**config.mk**
```make
export PLATFORM = sky130hd
export DESIGN_NAME = pmatc_ram
export DESIGN_NICKNAME = d
export VERILOG_FILES = /design/src/sv/pmatc_ram.sv
export SDC_FILE = /design/constraint.sdc
export NUM_CORES = 1
export LEC_CHECK = 0
export BUFFER_PORTS_ARGS = -buffer_cell sky130_fd_sc_hd__clkbuf_2
export CORE_MARGIN = 2
export CORE_UTILIZATION = 40
export DETAILED_ROUTE_END_ITERATION = 8
export HOLD_SLACK_MARGIN = 0.08
export PLACE_DENSITY = 0.54
export SLEW_MARGIN = 5
export SYNTH_ARGS = -nofsm -noshare
export SYNTH_HDL_FRONTEND = slang
export SYNTH_SLANG_ARGS = --single-unit
export TNS_END_PERCENT = 5
```
**constraint.sdc**
```tcl
create_clock -name clock -period 2.4 [get_ports clock]
set_input_delay 0.12 -clock clock [delete_from_list [all_inputs] [get_ports clock]]
set_output_delay 0.12 -clock clock [all_outputs]
set_load 0.01 [all_outputs]
```
**src/sv/pmatc_ram.sv**
```systemverilog
// Generic single-write, single-read RAM with registered read data.
// No dependencies.
`default_nettype none
module pmatc_ram #(
   parameter int WIDTH = 8,
   parameter int DEPTH = 32
) (
   input  wire logic                     clock,
   input  wire logic                     wr_en,
   input  wire logic [$clog2(DEPTH)-1:0] wr_addr,
   input  wire logic [WIDTH-1:0]         wr_data,
   input  wire logic [$clog2(DEPTH)-1:0] rd_addr,
   output logic      [WIDTH-1:0]         rd_data
);

   logic [WIDTH-1:0] mem_ff [DEPTH];

   always_ff @(posedge clock) begin
      if (wr_en) begin
         mem_ff[wr_addr] <= wr_data;
      end
      rd_data <= mem_ff[rd_addr];
   end

endmodule
`default_nettype wire

```
Word-level counts from Yosys, hierarchy flattened. Memories as Yosys holds them, arrays and structs flattened. A register that Yosys moved wholly into a read port is not among the register bits. Cells that the tools add are included. W data, S select, Z words.

Div/mod/pow operators: 0. Equal/unequal tests: 0. Reduce and logical (&&, ||, !) cells: 0. Muxes and demuxes: 2. $add $sub $neg: 0. Shift operators: 0. Magnitude comparators: 0. Bitwise gates (word level): 0. Multipliers: 0.

Operators by type and width (count): $mux W1 (2).

Logic and storage cells: 3. Output and inout bits: 8. Memories kept: 1. Bits in latches: 0. RAM bits: 256. Register bits after elaboration: 0. Memory bits (read-only): 0. Bits of input ports: 20.

Memory list: mem_ff (words 32, bits a word 8, read ports 1, clocked after memory_dff 1, wr ports 1, line 16) `logic [WIDTH-1:0] mem_ff [DEPTH];`.

Longest topological paths before layout.
Depth in word-level cells: 2. Mapped depth: 5. Depth with buffers taken out: 3.

Worst setup path after synthesis. No wires, ideal clock.

Path kind: input port to flip-flop. Start: input port rd_addr[2]. End: register rd_data[0] (read register of mem_ff). Arrival: 1.802 ns. Path buffers: 2. Cell stages on the path: 5. Setup slack: 0.478 ns. Cells stage by stage: clkbuf_1 -> clkbuf_1 -> mux4_2 -> mux4_2 -> mux2_2.

RTL lines: from (decl) (line 12) `input wire logic [$clog2(DEPTH)-1:0] rd_addr,`; to (decl) (line 13) `output logic [WIDTH-1:0] rd_data`.

==> impl_metrics.xml <==
<?xml version="1.0" encoding="UTF-8"?>
<metrics>
  <group name="outcome">
    <metric name="outcome" unit="">complete, no violations</metric>
  </group>
  <group name="routing">
    <metric name="detailroute.via_count" unit="">4578</metric>
    <metric name="drt_pass1_iterations" unit="">4</metric>
    <metric name="wl" unit="mm">22.22</metric>
    <metric name="drtIter0Drc" unit="">431</metric>
    <metric name="drt-vias-per-instance" unit="">5.450</metric>
    <metric name="ant_nets" unit="">0</metric>
    <metric name="avgRoutedWirePerCell" unit="um">26.46</metric>
    <metric name="post-route-drc-count" unit="">0</metric>
  </group>
  <group name="sta">
    <metric name="report.final.slew_viol_count" unit="">0</metric>
    <metric name="post-route-min-period" unit="ns">1.831</metric>
    <metric name="maxClockFrequency" unit="MHz">546.1</metric>
    <metric name="final-hold-violation-count" unit="">0</metric>
    <metric name="setup_tns" unit="ns">0</metric>
    <metric name="timing.max_slew.rel_slack" unit="%">49.50</metric>
    <metric name="fin_crit_sh" unit="%">76.30</metric>
    <metric name="worst-slew-pin-transition" unit="ns">0.7576</metric>
    <metric name="unrepaired_setup_endpoints_after_global_routing" unit="">no</metric>
    <metric name="setup_viol" unit="">0</metric>
    <metric name="timing.clock.skew" unit="ns">0.008446</metric>
  </group>
  <group name="die">
    <metric name="core-area" unit="um2">24890</metric>
    <metric name="die_area" unit="um2">26420</metric>
    <metric name="initial_core_util" unit="%">40.39</metric>
    <metric name="io_pins" unit="">28</metric>
    <metric name="die_width" unit="um">162.5</metric>
    <metric name="die_y" unit="um">162.5</metric>
    <metric name="row_count" unit="">58</metric>
  </group>
  <group name="place">
    <metric name="buffer_ports.inserted" unit="">27</metric>
    <metric name="place_congestion" unit="">0.7342</metric>
    <metric name="placement.cell_area" unit="um2">10840</metric>
    <metric name="dp.final_hpwl" unit="mm">13.91</metric>
  </group>
  <group name="clock_tree">
    <metric name="path_clk_slew" unit="ns">0.06</metric>
    <metric name="post_cts_buffers" unit="">0</metric>
    <metric name="cts_buffers" unit="">26</metric>
    <metric name="postCtsHoldBufs" unit="">0</metric>
    <metric name="clkSinkCount" unit="">264</metric>
    <metric name="clock_latency" unit="ns">0.53</metric>
    <metric name="ctsLongestPathBuffers" unit="">3</metric>
    <metric name="cts_root_buffer" unit="">clkbuf_16</metric>
    <metric name="clock_tree.htree_level_count" unit="">1</metric>
    <metric name="post_cts_resize_count" unit="">0</metric>
    <metric name="clock_tree_from_tritoncts" unit="">done</metric>
  </group>
  <group name="synth">
    <metric name="synth.cell_area" unit="um2">10050</metric>
    <metric name="synthesized_netlist_cell_count" unit="">417</metric>
    <metric name="syn-mean-instance-area" unit="um2">24.11</metric>
    <metric name="synth.lib_cells_used.distinct" unit="">15</metric>
    <metric name="post_synthesis_cell_type_with_the_largest_combined_area" unit="">edfxtp_1</metric>
    <metric name="postSynthNetCount" unit="">437</metric>
    <metric name="synth.yosys.seq_area_share" unit="%">78.06</metric>
    <metric name="yosys_warnings" unit="">0</metric>
    <metric name="synth-seq-cells" unit="">264</metric>
    <metric name="synth_area_leaders" unit="">edfxtp_1, mux4_2, dfxtp_1</metric>
    <metric name="synthDominantCellAreaShare" unit="%">76.47</metric>
  </group>
  <group name="layout">
    <metric name="drive_above_1_share" unit="%">39.22</metric>
    <metric name="filler_cells_inserted" unit="">2051</metric>
    <metric name="fin_area" unit="um2">11670</metric>
    <metric name="flow.area_growth_from_synthesis" unit="%">16.07</metric>
    <metric name="antenna_cells" unit="">0</metric>
    <metric name="layout.cells.most_common_list" unit="">edfxtp_1, mux4_2, buf_4, nor2_1, clkbuf_16</metric>
    <metric name="mostFrequentLayoutCell" unit="">edfxtp_1</metric>
    <metric name="finalNetCount" unit="">511</metric>
  </group>
  <group name="power">
    <metric name="power.ir.vdd_worst" unit="V">0.0005060</metric>
    <metric name="netSwitchingFraction" unit="%">21.36</metric>
    <metric name="total_switching_power" unit="mW">2.045</metric>
    <metric name="clkPwrFrac" unit="%">40.9</metric>
    <metric name="power.internal" unit="mW">7.525</metric>
    <metric name="total_leakage_power" unit="nW">3.697</metric>
    <metric name="gate_power_share" unit="%">5.2</metric>
    <metric name="share_of_power_burned_in_registers" unit="%">53.9</metric>
    <metric name="power_density" unit="nW/um2">820.1</metric>
  </group>
  <group name="critical_path">
    <metric name="cp_common_cell" unit="">mux4_2</metric>
    <metric name="worstSetupEndpointType" unit="">register</metric>
    <metric name="cp_data_arrival_time" unit="ns">2.24</metric>
    <metric name="timing.critical_path.slowest_stage_cell" unit="">mux4_2</metric>
    <metric name="critPathTopFamily" unit="">multiplexers</metric>
    <metric name="cp_slowest_stage_delay" unit="ns">0.54</metric>
    <metric name="path_cells" unit="">mux4_2 -&gt; mux4_2 -&gt; mux2_2</metric>
    <metric name="crit_type" unit="">reg2reg</metric>
    <metric name="worst_setup_path_start_kind" unit="">register</metric>
    <metric name="cp_max_fo" unit="">1</metric>
    <metric name="cp.required" unit="ns">2.81</metric>
    <metric name="cp_num_buf_inv" unit="">0</metric>
  </group>
  <group name="global_route">
    <metric name="grt_antenna_before_repair" unit="">0</metric>
    <metric name="maximum_number_of_pins_on_one_net_before_global_route_repair" unit="">42</metric>
    <metric name="grt_pass1_vias" unit="">4732</metric>
    <metric name="global_route_usage_sum" unit="%">17.39</metric>
    <metric name="grt_first_pass_wirelength" unit="mm">32.70</metric>
    <metric name="gr-total-overflow" unit="">0</metric>
  </group>
  <group name="worst_hold_path">
    <metric name="hold_path_class" unit="">in2reg</metric>
  </group>
  <group name="flow_run">
    <metric name="maximum_capacitance_violations" unit="">0</metric>
  </group>
</metrics>
[registers in the layout, summed over array words and instances (netlist names)]
name / flops
mem_ff: 256
rd_data: 8
[cells by family (layout without fill, tap and decap cells)]
group / count (synthesis) / in the layout / synth area share, %
buf+inv: 20 / 113 / 1.058
flops: 264 / 264 / 78.06
mux: 88 / 88 / 18.82
simple gates: 45 / 45 / 2.066
[Yosys cell counts]
cell / n
buf_2: 1
buf_6: 1
nand2_1: 1
buf_4: 6
dfxtp_1: 8
mux4_2: 80
or3b_2: 3
nand3_1: 2
nor2_1: 33
buf_1: 6
or3_1: 1
clkbuf_1: 6
edfxtp_1: 256
mux2_2: 8
nand3b_1: 5
[per-stage QoR]
stage	util (%)	hold WS, ns	worst slack [ns]	total power [mW]	cells
global placement	43.55	0.5495	0.2785	5.760	793
floorplan	-	0.2189	0.4776	5.519	417
detailed placement	43.55	0.5560	0.2797	5.774	793
finish	46.88	0.1361	0.5687	9.570	840
CTS	46.88	0.09852	0.5447	9.674	840
global route	46.88	0.1130	0.5341	9.890	840
[per-layer routing]
| metal | global-route usage [%] | share of wire, % | wire, um |
|---|---|---|---|
| met4 | 3.942 | 1.7 | 381 |
| met1 | 26.09 | 45 | 10070 |
| met5 | 0 | 0 | 0 |
| met2 | 26.60 | 47 | 10380 |
| met3 | 3.565 | 6.2 | 1387 |
[power by group through the flow]
stage	clock network [mW]	registers [mW]	logic (mW)
finish	3.91	5.16	0.499
global route	4.19	5.16	0.537
CTS	4.00	5.16	0.513
detailed placement	0	5.26	0.513
global placement	0	5.26	0.503
floorplan	0	5.25	0.273
[area by class of cell]
type,instances,area (um2),area share [%]
flip-flops and latches,264,7848,67.25
clock buffers,29,683.2,5.855
multi-input cells,133,2100,17.99
well taps,330,412.9,3.538
clock inverters,18,145.1,1.244
repair buffers,66,480.5,4.118
[worst paths after layout]
| path | endpoint | from | slack (ns) | cells past startpoint |
|---|---|---|---|---|
| min | rd_data[1]$_DFF_P_ | rd_addr[3] | 0.14 | 2 |
| min reg2reg | rd_data[1]$_DFF_P_ | mem_ff[31][1]$_DFFE_PP_ | 0.91 | 3 |
| max | rd_data[0]$_DFF_P_ | mem_ff[5][0]$_DFFE_PP_ | 0.57 | 3 |
| max reg2reg | rd_data[0]$_DFF_P_ | mem_ff[5][0]$_DFFE_PP_ | 0.57 | 3 |
No activity file was read; power rests on OpenSTA's default activity.
